<file path="src/rtl/lbb_pkg.sv">
// Shared types, codes and constants for the LED breathing / blink controller.
// No dependencies; imported by lbb_step, lbb_core and the top level.
package lbb_pkg;

    localparam int LEVEL_FRAC_BITS_DEF = 8;     // default Q format of the duty level
    localparam int LEVEL_W             = 24;    // duty level width, two's complement
    localparam int CFG_W               = 8;     // width of each config register
    localparam int FLASH_T_W           = 16;    // flash timer width, wraps
    localparam int GROUP_W             = 4;     // flash group counter width, wraps
    localparam int PAT_MS_W            = 10;    // width of pattern timing constants
    localparam int FULL_LEVEL          = 20;    // full-on duty, integer part
    localparam int BREATH_HALF_MS      = 1000;  // step divisor
    localparam int DUTY_RES_RST        = 20;
    localparam int PATTERN_PERIOD_RST  = 20;

    // config register indexes
    localparam logic CFG_DUTY_RES       = 1'b0;
    localparam logic CFG_PATTERN_PERIOD = 1'b1;

    typedef enum logic [1:0] {
        MODE_PWM     = 2'd0,
        MODE_PATTERN = 2'd1,
        MODE_WARN_WR = 2'd2,
        MODE_HOLD    = 2'd3
    } mode_t;

    typedef enum logic [1:0] {
        WARN_NORMAL    = 2'd0,
        WARN_LOW_BATT  = 2'd1,
        WARN_GYRO_CAL  = 2'd2,
        WARN_ACCEL_CAL = 2'd3
    } warn_t;

    typedef struct packed {
        mode_t mode;
        logic  armed;
        warn_t warn_request;
    } lbb_item_t;

    typedef struct packed {
        logic  red_on;
        logic  blue_on;
        warn_t warn_now;
        logic  cycle_done;
    } lbb_result_t;

    // live configuration plus the derived breath step (zero-extended)
    typedef struct packed {
        logic [CFG_W-1:0]   duty_res;
        logic [CFG_W-1:0]   pattern_period;
        logic [LEVEL_W-1:0] breath_step;
    } lbb_cfg_t;

    typedef struct packed {
        logic [GROUP_W-1:0]  groups;
        logic [PAT_MS_W-1:0] on_ms;
        logic [PAT_MS_W-1:0] off_ms;
        logic [PAT_MS_W-1:0] gap_ms;
    } flash_pat_t;

    // Flash pattern per warning code; the normal entry is the armed pattern.
    function automatic flash_pat_t flash_pat(warn_t code);
        flash_pat_t p;
        unique case (code)
            WARN_NORMAL:    p = '{groups: 4'd2,  on_ms: 10'd100, off_ms: 10'd100, gap_ms: 10'd500};
            WARN_LOW_BATT:  p = '{groups: 4'd1,  on_ms: 10'd80,  off_ms: 10'd80,  gap_ms: 10'd0};
            WARN_GYRO_CAL:  p = '{groups: 4'd6,  on_ms: 10'd100, off_ms: 10'd100, gap_ms: 10'd0};
            WARN_ACCEL_CAL: p = '{groups: 4'd12, on_ms: 10'd100, off_ms: 10'd100, gap_ms: 10'd0};
            default:        p = '{groups: 4'd2,  on_ms: 10'd100, off_ms: 10'd100, gap_ms: 10'd500};
        endcase
        return p;
    endfunction

endpackage

</file>
<file path="src/rtl/led_breath_blink_pwm_controller_top.sv">
// Top level of the status LED breathing / blink PWM controller.
// Depends on lbb_pkg, lbb_step (config and breath step) and lbb_core (state update).
//
//  channel | dir | handshake          | payload
//  --------+-----+--------------------+------------------------------------------
//  s_      | in  | s_tvalid/s_tready  | s_tuser: mode; s_tdata: armed, warn_request
//  m_      | out | m_tvalid/m_tready  | m_tdata: red_on, blue_on, warn_now, cycle_done
//  cfg_    | in  | cfg_wr_en          | cfg_wr_index, cfg_wr_data (no read-back)
//
// Flow: one request per clock sustained while m_tready stays high; a request is held
// in the input register, is processed by lbb_core in a single pass once the output
// register can take the result; the result is registered in the output register,
// which drives m_tvalid. lbb_core updates its state once per processed request.
// Reset (aresetn, synchronous, active low) clears handshake state, config to 20/20,
// duty level to full-on and all LED/pattern state. The breath step follows a config
// write through prod_reg and then step_reg, so it lags the config registers.
// Stalls: with the output register full and m_tready low, one more request is held
// in the input register; s_tready drops only when both are occupied.
module led_breath_blink_pwm_controller_top
    import lbb_pkg::*;
#(
    parameter int LEVEL_FRAC_BITS = LEVEL_FRAC_BITS_DEF
) (
    input  logic             aclk,
    input  logic             aresetn,
    // request channel
    input  logic             s_tvalid,
    output logic             s_tready,
    input  logic [7:0]       s_tdata,    // [0] armed, [2:1] warn_request, [7:3] zero
    input  logic [1:0]       s_tuser,    // [1:0] mode
    // result channel
    output logic             m_tvalid,
    input  logic             m_tready,
    output logic [7:0]       m_tdata,    // [0] red_on, [1] blue_on, [3:2] warn_now,
                                         // [4] cycle_done, [7:5] zero
    // config write port
    input  logic             cfg_wr_en,
    input  logic             cfg_wr_index,
    input  logic [CFG_W-1:0] cfg_wr_data
);

    logic        in_valid_reg, in_valid_next;
    lbb_item_t   in_item_reg;
    logic        out_valid_reg, out_valid_next;
    lbb_result_t out_result_reg;

    logic        s_accept;
    logic        advance;     // output register can take a result
    logic        proc_en;     // input register drains into core this cycle
    lbb_cfg_t    cfg;
    lbb_result_t core_result;

    assign advance  = !out_valid_reg || m_tready;
    assign proc_en  = in_valid_reg && advance;
    assign s_tready = !in_valid_reg || advance;
    assign s_accept = s_tvalid && s_tready;

    always_comb begin
        in_valid_next = in_valid_reg;
        if (s_accept) begin
            in_valid_next = 1'b1;
        end else if (proc_en) begin
            in_valid_next = 1'b0;
        end

        out_valid_next = out_valid_reg;
        if (proc_en) begin
            out_valid_next = 1'b1;
        end else if (m_tready) begin
            out_valid_next = 1'b0;
        end
    end

    always_ff @(posedge aclk) begin
        if (!aresetn) begin
            in_valid_reg  <= 1'b0;
            out_valid_reg <= 1'b0;
        end else begin
            in_valid_reg  <= in_valid_next;
            out_valid_reg <= out_valid_next;
        end
    end

    // payload registers, no reset
    always_ff @(posedge aclk) begin
        if (s_accept) begin
            in_item_reg.mode         <= mode_t'(s_tuser);
            in_item_reg.armed        <= s_tdata[0];
            in_item_reg.warn_request <= warn_t'(s_tdata[2:1]);
        end
        if (proc_en) begin
            out_result_reg <= core_result;
        end
    end

    lbb_step #(
        .LEVEL_FRAC_BITS (LEVEL_FRAC_BITS)
    ) u_step (
        .aclk         (aclk),
        .aresetn      (aresetn),
        .cfg_wr_en    (cfg_wr_en),
        .cfg_wr_index (cfg_wr_index),
        .cfg_wr_data  (cfg_wr_data),
        .cfg          (cfg)
    );

    lbb_core #(
        .LEVEL_FRAC_BITS (LEVEL_FRAC_BITS)
    ) u_core (
        .aclk    (aclk),
        .aresetn (aresetn),
        .proc_en (proc_en),
        .item    (in_item_reg),
        .cfg     (cfg),
        .result  (core_result)
    );

    assign m_tvalid = out_valid_reg;
    assign m_tdata  = {3'b000, out_result_reg.cycle_done, out_result_reg.warn_now,
                       out_result_reg.blue_on, out_result_reg.red_on};

    // a held request is not dropped while the result side stalls
    a_hold_in: assert property (@(posedge aclk) disable iff (!aresetn)
        (in_valid_reg && out_valid_reg && !m_tready) |=> in_valid_reg)
        else $error("request lost while output stalled");

    // every processed request produces a result
    a_proc_out: assert property (@(posedge aclk) disable iff (!aresetn)
        proc_en |=> m_tvalid)
        else $error("processed request gave no result");

    // only pattern ticks may report a completed flash cycle
    a_done_pattern: assert property (@(posedge aclk) disable iff (!aresetn)
        (proc_en && in_item_reg.mode != MODE_PATTERN) |=> !out_result_reg.cycle_done)
        else $error("cycle_done on a non-pattern request");

endmodule

</file>
<file path="src/rtl/lbb_step.sv">
// Config registers and breath step: step = round(res * period * 2^F / 1000).
// Depends on lbb_pkg. Divide by 1000 is a shift by 3 and a reciprocal multiply by 1/125.
module lbb_step
    import lbb_pkg::*;
#(
    parameter int LEVEL_FRAC_BITS = LEVEL_FRAC_BITS_DEF
) (
    input  logic             aclk,
    input  logic             aresetn,
    input  logic             cfg_wr_en,
    input  logic             cfg_wr_index,
    input  logic [CFG_W-1:0] cfg_wr_data,
    output lbb_cfg_t         cfg
);

    localparam int PROD_W    = 2 * CFG_W;
    localparam int Y_W       = PROD_W + LEVEL_FRAC_BITS;   // prod<<F + 500 fits here
    localparam int DIV_SHIFT = 3;
    localparam int DIV_ODD   = BREATH_HALF_MS >> DIV_SHIFT;
    localparam int ODD_BITS  = $clog2(DIV_ODD);
    localparam int Z_W       = Y_W - DIV_SHIFT;
    localparam int K         = Z_W + ODD_BITS;
    localparam int RECIP_W   = K - ODD_BITS + 1;
    localparam int MUL_W     = Z_W + RECIP_W;
    localparam int STEP_W    = LEVEL_FRAC_BITS + 7;
    localparam logic [63:0] RECIP = ((64'd1 << K) + 64'(DIV_ODD - 1)) / 64'(DIV_ODD);
    localparam int STEP_RST =
        ((DUTY_RES_RST * PATTERN_PERIOD_RST << LEVEL_FRAC_BITS) + BREATH_HALF_MS / 2)
        / BREATH_HALF_MS;

    logic [CFG_W-1:0]  duty_res_reg, duty_res_next;
    logic [CFG_W-1:0]  period_reg, period_next;
    logic [PROD_W-1:0] prod_reg, prod_next;
    logic [STEP_W-1:0] step_reg, step_next;
    logic [CFG_W-1:0]  mul_a, mul_b;
    logic [Y_W-1:0]    y;
    logic [Z_W-1:0]    z;
    logic [MUL_W-1:0]  quot_full;

    // product tracks the registers as they are written
    always_comb begin
        mul_a         = duty_res_reg;
        mul_b         = period_reg;
        duty_res_next = duty_res_reg;
        period_next   = period_reg;
        if (cfg_wr_en) begin
            if (cfg_wr_index == CFG_DUTY_RES) begin
                mul_a         = cfg_wr_data;
                duty_res_next = cfg_wr_data;
            end else begin
                mul_b       = cfg_wr_data;
                period_next = cfg_wr_data;
            end
        end
        prod_next = PROD_W'(mul_a) * PROD_W'(mul_b);
    end

    always_comb begin
        y         = (Y_W'(prod_reg) << LEVEL_FRAC_BITS) + Y_W'(BREATH_HALF_MS / 2);
        z         = y[Y_W-1:DIV_SHIFT];
        quot_full = MUL_W'(z) * MUL_W'(RECIP[RECIP_W-1:0]);
        step_next = quot_full[K +: STEP_W];
    end

    always_ff @(posedge aclk) begin
        if (!aresetn) begin
            duty_res_reg <= CFG_W'(DUTY_RES_RST);
            period_reg   <= CFG_W'(PATTERN_PERIOD_RST);
            prod_reg     <= PROD_W'(DUTY_RES_RST * PATTERN_PERIOD_RST);
            step_reg     <= STEP_W'(STEP_RST);
        end else begin
            duty_res_reg <= duty_res_next;
            period_reg   <= period_next;
            prod_reg     <= prod_next;
            step_reg     <= step_next;
        end
    end

    assign cfg.duty_res       = duty_res_reg;
    assign cfg.pattern_period = period_reg;
    assign cfg.breath_step    = LEVEL_W'(step_reg);

endmodule

</file>
<file path="src/rtl/lbb_core.sv">
// State and single-pass update for one item: PWM, breathing, flash patterns, warning code writes.
// Depends on lbb_pkg; takes live config from lbb_step.
module lbb_core
    import lbb_pkg::*;
#(
    parameter int LEVEL_FRAC_BITS = LEVEL_FRAC_BITS_DEF
) (
    input  logic        aclk,
    input  logic        aresetn,
    input  logic        proc_en,
    input  lbb_item_t   item,
    input  lbb_cfg_t    cfg,
    output lbb_result_t result
);

    localparam logic signed [LEVEL_W-1:0] FULL_Q    = LEVEL_W'(FULL_LEVEL << LEVEL_FRAC_BITS);
    localparam logic signed [LEVEL_W-1:0] LEVEL_MAX = {1'b0, {(LEVEL_W-1){1'b1}}};
    localparam logic signed [LEVEL_W-1:0] LEVEL_MIN = {1'b1, {(LEVEL_W-1){1'b0}}};

    logic [CFG_W-1:0]            pwm_count_reg, pwm_count_next;
    logic signed [LEVEL_W-1:0]   duty_level_reg, duty_level_next;
    logic                        falling_reg, falling_next;
    logic [FLASH_T_W-1:0]        flash_time_reg, flash_time_next;
    logic [GROUP_W-1:0]          group_reg, group_next;
    logic                        red_reg, red_next;
    logic                        blue_reg, blue_next;
    warn_t                       warn_reg, warn_next;

    logic [LEVEL_W-1:0]          cnt_q;
    logic                        lit;
    logic [CFG_W:0]              cnt_inc;
    logic signed [LEVEL_W:0]     breath_sum;
    logic signed [LEVEL_W-1:0]   breath_sat;
    flash_pat_t                  pat;
    logic [FLASH_T_W-1:0]        on_end;
    logic [FLASH_T_W-1:0]        t_mid;
    logic                        done;

    always_comb begin
        pwm_count_next  = pwm_count_reg;
        duty_level_next = duty_level_reg;
        falling_next    = falling_reg;
        flash_time_next = flash_time_reg;
        group_next      = group_reg;
        red_next        = red_reg;
        blue_next       = blue_reg;
        warn_next       = warn_reg;
        done            = 1'b0;

        // PWM compare and counter wrap
        cnt_q   = LEVEL_W'(pwm_count_reg) << LEVEL_FRAC_BITS;
        lit     = $signed(cnt_q) < duty_level_reg;
        cnt_inc = {1'b0, pwm_count_reg} + (CFG_W+1)'(1);

        // breathing ramp, saturating
        if (falling_reg) begin
            breath_sum = {duty_level_reg[LEVEL_W-1], duty_level_reg}
                       - $signed({1'b0, cfg.breath_step});
        end else begin
            breath_sum = {duty_level_reg[LEVEL_W-1], duty_level_reg}
                       + $signed({1'b0, cfg.breath_step});
        end
        if (breath_sum[LEVEL_W] != breath_sum[LEVEL_W-1]) begin
            breath_sat = breath_sum[LEVEL_W] ? LEVEL_MIN : LEVEL_MAX;
        end else begin
            breath_sat = breath_sum[LEVEL_W-1:0];
        end

        // flash pattern for the current code
        pat    = flash_pat(warn_reg);
        on_end = FLASH_T_W'(pat.on_ms) + FLASH_T_W'(pat.off_ms);
        t_mid  = flash_time_reg;

        unique case (item.mode)
            MODE_PWM: begin
                if (item.armed) begin
                    red_next = lit;
                end else begin
                    blue_next = lit;
                end
                pwm_count_next = (cnt_inc >= {1'b0, cfg.duty_res}) ? '0 : cnt_inc[CFG_W-1:0];
            end
            MODE_PATTERN: begin
                if (warn_reg == WARN_NORMAL && !item.armed) begin
                    duty_level_next = breath_sat;
                    if (!falling_reg && breath_sat > FULL_Q) begin
                        falling_next = 1'b1;
                    end else if (falling_reg && breath_sat < 0) begin
                        falling_next = 1'b0;
                    end
                end else begin
                    if (group_reg < pat.groups) begin
                        if (flash_time_reg < FLASH_T_W'(pat.on_ms)) begin
                            duty_level_next = FULL_Q;
                        end else if (flash_time_reg < on_end) begin
                            duty_level_next = '0;
                        end
                        if (flash_time_reg >= on_end) begin
                            group_next = group_reg + GROUP_W'(1);
                            t_mid      = '0;
                        end
                    end else begin
                        if (flash_time_reg < FLASH_T_W'(pat.gap_ms)) begin
                            duty_level_next = '0;
                        end else begin
                            group_next = '0;
                            t_mid      = '0;
                            done       = 1'b1;
                        end
                    end
                    flash_time_next = t_mid + FLASH_T_W'(cfg.pattern_period);
                    // calibration codes end with their flash cycle
                    if (done && (warn_reg == WARN_GYRO_CAL || warn_reg == WARN_ACCEL_CAL)) begin
                        warn_next = WARN_NORMAL;
                    end
                end
            end
            MODE_WARN_WR: begin
                warn_next = item.warn_request;
            end
            MODE_HOLD: begin
            end
            default: begin
            end
        endcase

        result.red_on     = red_next;
        result.blue_on    = blue_next;
        result.warn_now   = warn_next;
        result.cycle_done = done;
    end

    always_ff @(posedge aclk) begin
        if (!aresetn) begin
            pwm_count_reg  <= '0;
            duty_level_reg <= FULL_Q;
            falling_reg    <= 1'b0;
            flash_time_reg <= '0;
            group_reg      <= '0;
            red_reg        <= 1'b0;
            blue_reg       <= 1'b0;
            warn_reg       <= WARN_NORMAL;
        end else if (proc_en) begin
            pwm_count_reg  <= pwm_count_next;
            duty_level_reg <= duty_level_next;
            falling_reg    <= falling_next;
            flash_time_reg <= flash_time_next;
            group_reg      <= group_next;
            red_reg        <= red_next;
            blue_reg       <= blue_next;
            warn_reg       <= warn_next;
        end
    end

endmodule
</file>
<file path="config.mk">
export PLATFORM = sky130hd
export DESIGN_NAME = led_breath_blink_pwm_controller_top
export DESIGN_NICKNAME = d
export VERILOG_FILES = /design/src/rtl/lbb_pkg.sv /design/src/rtl/led_breath_blink_pwm_controller_top.sv /design/src/rtl/lbb_step.sv /design/src/rtl/lbb_core.sv
export SDC_FILE = /design/constraint.sdc
export NUM_CORES = 1
export LEC_CHECK = 0
export BUFFER_PORTS_ARGS = -buffer_cell sky130_fd_sc_hd__buf_4
export CAP_MARGIN = 10
export CORE_ASPECT_RATIO = 0.75
export CORE_MARGIN = 3
export CORE_UTILIZATION = 39
export DETAILED_ROUTE_END_ITERATION = 10
export SYNTH_ARGS = -nofsm -noshare
export SYNTH_HDL_FRONTEND = slang
export SYNTH_SLANG_ARGS = --single-unit
</file>
<file path="constraint.sdc">
create_clock -name aclk -period 10.1 [get_ports aclk]
set_input_delay 2.02 -clock aclk [delete_from_list [all_inputs] [get_ports aclk]]
set_output_delay 2.02 -clock aclk [all_outputs]
set_load 0.005 [all_outputs]
</file>
* Yosys cells after proc, flatten, opt, wreduce, memory -nomap -nowiden *
Cells that the tools add are included.
Widths: inputs -> output; s select.

word-level totals
  flip-flop bits (word level) = 116
  bits of input ports = 24
  output and inout bits = 10
  word-level logic and storage cells = 114

cells by class
  add/sub/neg operators = 7
  multipliers = 2
  order comparisons = 9
  equality and inequality tests = 9
  muxes and demuxes = 39
  bitwise gates (word level) = 2
  reduce and logical (&&, ||, !) cells = 25

operators with widths
  cell                    number
  $mux 24                 7
  $pmux 34 s4             1
  $mux 16                 5
  $mul 21x20->41 const B  1
  $mux 8                  5
  $lt 16x10->1            2
  $add 24x16->25          1
  $mux 25                 1
  $sub 24x16->25          1
  $add 24x9->24 const B   1
  $gt 24x14->1 const B    1
  $lt 17x24->1            1
  $lt 24x1->1 const B     1
  $add 16x8->16           1
  $ge 16x16->1            1
  $lt 16x16->1            1
  $mul 8x8->16            1
  $mux 1                  14
  $mux 4                  3
  $add 10x10->11          1
  $add 8x1->9 const B     1
  $ge 9x8->1              1
  $reduce_and 4->1        2
  $eq 2x2->1 const B      3
  other kinds (20)        36

* Depth between registers and ports, before layout *
  depth in word-level cells = 11
  mapped depth = 27

* Hierarchy *
Synthesis repeated with hierarchy kept, for this count alone.

unflattened totals
  cells, all modules = 1775
  area total of the unflattened synthesis = 14939.3 um^2

modules (own cells, without submodules)
  module                               instances  cells an instance  area each (um^2)  sequential area each (um^2)
  lbb_step                             1          984                8843.5            940.9
  lbb_core                             1          768                5665.4            1141.1
  led_breath_blink_pwm_controller_top  1          23                 430.4             340.3

* Worst setup path before layout *
Ideal clock, no wire load.

  kind = input port to flip-flop
  start = input cfg_wr_en
  end = register u_step.prod_reg[15]
  library setup time = 0.128 ns
  arrival = 6.490 ns
  required time = 9.972 ns
  slack = 3.483 ns
  cell stages on the path = 18
  buffers on the path = 2
  cells stage by stage = nor2b_1 -> clkbuf_1 -> clkbuf_1 -> a21oi_1 -> or2_2 -> fa_1 -> fa_1 -> inv_1 -> fa_1 -> fa_1 -> ha_1 -> a21boi_0 -> o21ai_0 -> a21oi_1 -> o2111ai_1 -> a31oi_1 -> xnor2_1 -> nor2_1

on the way
  longest elaborated chain between the ends = 2
  elaborated cells between the ends (all ways) = 3
  classes of those cells = mul (1); mux (2)

ends and longest elaborated chain
  element                           line                                       RTL
  from (decl)                       led_breath_blink_pwm_controller_top.sv:37  input logic cfg_wr_en,
  $mux 8, on equally long branches  -
  $mul 8x8->16 *                    lbb_step.sv:55                             prod_next = PROD_W'(mul_a) * PROD_W'(mul_b);
  to (signal assigned)              lbb_step.sv:69                             prod_reg <= PROD_W'(DUTY_RES_RST * PATTERN_PERIOD_RST);
  to (signal assigned)              lbb_step.sv:74                             prod_reg <= prod_next;
  to (decl)                         lbb_step.sv:33                             logic [PROD_W-1:0] prod_reg, prod_next;

Mark *: on every way between the ends. The rest lies on a longest branch, timed or not.
A chain may end at the register's enable or synchronous reset.

* Worst setup path in the final report *
  start = register u_step.prod_reg[0]
  end = register u_step.step_reg[13]

on the way
  longest elaborated chain between the ends = 2

ends and longest elaborated chain
  element               line            RTL
  $add 24x9->24         lbb_step.sv:59  y = (Y_W'(prod_reg) << LEVEL_FRAC_BITS) + Y_W'(BREATH_HALF_MS / 2);
  $mul 21x20->41        lbb_step.sv:61  quot_full = MUL_W'(z) * MUL_W'(RECIP[RECIP_W-1:0]);
  to (signal assigned)  lbb_step.sv:70  step_reg <= STEP_W'(STEP_RST);
  to (signal assigned)  lbb_step.sv:75  step_reg <= step_next;
  to (decl)             lbb_step.sv:34  logic [STEP_W-1:0] step_reg, step_next;

No other way between the ends.

==> run_results.csv <==
group,metric,value,unit
final_layout,seq_area,2420,µm²
timing,fin_crit,7.86,ns
critical_path,r2r-end,"u_step.step_reg[13]$_SDFF_PN0_",
final_layout,fillers,3420,
critical_path,worstPathRequired,10.41,ns
cts,clk_pin_slew_worst_paths,0.06,ns
grt,grt_pass1_vias,11200,
timing,setup_tns,0,ns
pwr,vdd_drop_max,0.000328,V
timing,skew,0.0108,ns
synthesis,ys_warn_count,0,
timing,fin_crit_sh,77.8,%
cts,htree_num_levels,4,
synthesis,yosys.area.top_type,"ha_1",
pwr,pwr-share-clk,12.1,%
synthesis,synth_flop_cell,"dfxtp_1",
grt,grt_max_degree,44,
synthesis,ys_ff_latch,116,
critical_path,cp.arrival,8.17,ns
synthesis,synth_cell_type_count,75,
grt,grt_pass1_wl,57700,µm
synthesis,ys_seq_area_share,17.1,%
cts,cts_hold_buf,0,
floorplan,core_area,35200,µm²
routing,routed_wirelength,34000,µm
cts,post_cts_buffers,0,
critical_path,end_kind,"flip-flop",
pwr,seqPwrFrac,10.1,%
floorplan,rows,59,
critical_path,r2r_slack,2.24,ns
cts,clock_sinks,116,
hold_path,min_delay_path_depth,2,
timing,setup_viol_count_final,0,
timing,grt_setup_unrepaired,"no",
synthesis,synthesis.area,14100,µm²
cts,cts_buffers,17,
floorplan,dieArea,38600,µm²
placed_design,hpwl,27100,µm
routing,viasPerCell,5.32,
final_layout,layout_common_cells,"inv_1, ha_1, nor2_1, nand2_1, fa_1",
final_layout,n_antenna_cell,0,
hold_path,hp-class,"flip-flop to flip-flop",
pwr,p_sw_share,50.2,%
hold_path,min_from,"u_core.flash_time_reg[0]$_SDFFE_PN0P_",
timing,worst-slew-pin-transition,1.16,ns
cts,cts_root_buf,"clkbuf_16",
grt,overflow,0,
synthesis,yosysTopAreaCellShare,21.8,%
floorplan,initial_core_util,40.1,%
final_layout,largest_reg_flops,24,
routing,wl_per_cell,15.9,µm
critical_path,worstPathMaxFanout,11,
routing,via_count,11400,
synthesis,synth_edf_count,10,
pwr,switching_power,2.73,mW
floorplan,pin_count,34,
grt,antenna_found_initial,0,
critical_path,r2r_start,"u_step.prod_reg[0]$_SDFF_PN0_",
pwr,leakage,7.88,nW
cts,insertion_delay,0.44,ns
hold_path,min_to,"u_core.flash_time_reg[0]$_SDFFE_PN0P_",
pwr,pwr-share-comb,77.7,%
synthesis,netlist_instances,1650,
final_layout,drive_above_1_share,6.79,%
cts,cts_max_path_buffers,2,
cts,ctsResizeCount,0,
pwr,cellPowerDensity,353,nW/µm²
routing,firstDrtPassIters,6,
final_layout,final_common_cell,"inv_1",
critical_path,path_class,"flip-flop to flip-flop",
placed_design,port_buffers,25,
synthesis,avgSynthCellArea,8.56,µm²
routing,drcViolationCount,0,
placed_design,gp_congestion,0.877,
job,maxCapViolations,0,
timing,max_freq,0.127,GHz
critical_path,reg2reg_depth,23,
pwr,p_int,2.72,mW
cts,cts_tree,"built",
routing,drtIter0Drc,704,
final_layout,areaGrowthSynthToFinish,9.28,%
floorplan,die_w,226,µm
timing,slew_violations,0,
final_layout,nets,2051,
final_layout,post-route-util,43.8,%
floorplan,die_h,171,µm
synthesis,synth-async-reset-ratio,0,%
run_status,status,"completed",
timing,final_hold_viol_count,0,
timing,relSlewSlack,22.2,%
routing,postRouteAntennaNets,0,
critical_path,critPathLaunchType,"flip-flop",
synthesis,yosys-top-cells-area,"ha_1, fa_1, dfxtp_1",
final_layout,multi_input_area,10600,µm²
grt,grt_usage,18.4,%
-- power by group through the flow --
stage	logic [mW]	clock network [mW]	registers [mW]
6_report	4.24	0.662	0.551
5_1_grt	4.88	0.694	0.558
4_1_cts	4.25	0.673	0.551
3_5_place_dp	4.19	0	0.561
3_3_place_gp	4.15	0	0.559
2_1_floorplan	3.22	0	0.549
-- cell usage after synthesis, drive strengths merged, types with 11 or more instances --
cell type,n
inv,248
ha,246
nor2,141
nand2,121
fa,115
a21oi,108
dfxtp,106
o21ai,51
a21o,48
xnor2,48
clkbuf,31
nand3,30
or2,29
xor2,28
and2,26
nor3,22
and3,20
nand2b,17
a31oi,14
nand4,14
o211ai,12
buf,11
nor2b,11
-- final cells by class --
type                    count  share of cell area [%]
multi-input cells        1246                    68.7
flip-flops and latches    116                    15.7
inverters                 248                    6.03
well taps                 457                    3.70
clock buffers              17                    2.76
repair buffers             37                    1.80
clock inverters            15                    1.31
-- per-stage QoR --
| stage | total power [mW] | worst slack [ns] | hold slack [ns] | cells | cell area (µm²) |
|---|---|---|---|---|---|
| 2_1_floorplan | 3.77 | 3.48 | 0.440 | 1652 | 14100 |
| 3_3_place_gp | 4.70 | 2.24 | 0.453 | 2103 | 14800 |
| 3_5_place_dp | 4.75 | 2.07 | 0.469 | 2103 | 14800 |
| 4_1_cts | 5.47 | 2.03 | 0.477 | 2135 | 15400 |
| 5_1_grt | 6.13 | 1.77 | 0.495 | 2136 | 15400 |
| 6_report | 5.45 | 2.24 | 0.475 | 2136 | 15400 |
-- how the worst max path moves through the flow --
stage                                        from                        endpoint  slack, ns  cells after the start
floorplan                               cfg_wr_en  u_step.prod_reg[15]$_SDFF_PN0_       3.48                     18
global route        u_step.prod_reg[0]$_SDFF_PN0_  u_step.step_reg[13]$_SDFF_PN0_       1.77                     24
global placement    u_step.prod_reg[0]$_SDFF_PN0_  u_step.step_reg[13]$_SDFF_PN0_       2.24                     24
finish              u_step.prod_reg[0]$_SDFF_PN0_  u_step.step_reg[13]$_SDFF_PN0_       2.24                     23
CTS                 u_step.prod_reg[0]$_SDFF_PN0_  u_step.step_reg[13]$_SDFF_PN0_       2.03                     24
detailed placement  u_step.prod_reg[0]$_SDFF_PN0_  u_step.step_reg[13]$_SDFF_PN0_       2.07                     24
-- cell families after synthesis --
logic type,count (synthesis),share of synthesized area (%)
AO/OA/AOI/OAI,327,15.2
flip-flops,116,17.1
buffers and inverters,290,7.82
multiplexers,16,1.19
other,1,0.0265
XOR/XNOR,76,4.71
AND/OR/NAND/NOR,463,15.8
adder cells (fa/ha/maj),361,38.1
-- routing by layer --
layer	global-route usage, %	wire, µm	vias up	part of all wire [%]
met5	0	0	-	0
met2	27.7	14000	229	41
met1	28.2	17900	5495	53
met3	3.09	1790	17	5.3
met4	2.76	211	0	0.62
li1	-	-	5613	-
-- critical path, cell delays in order (launching register included) --
cell and delay, ns:
dfxtp_1 0.67, inv_1 0.35, nor2_1 0.27, nand3_1 0.17
xnor2_1 0.93, ha_1 0.42, ha_1 0.23, fa_1 0.53
inv_1 0.05, fa_1 0.47, inv_1 0.06, fa_1 0.46
ha_1 0.32, ha_1 0.31, ha_1 0.38, nand4_1 0.16
nor2_1 0.18, o211ai_1 0.12, a21oi_1 0.37, o32ai_1 0.23
o41ai_1 0.58, a41oi_1 0.25, nand4_1 0.14, o211ai_1 0.08
Power figures use the tool's default switching activity.
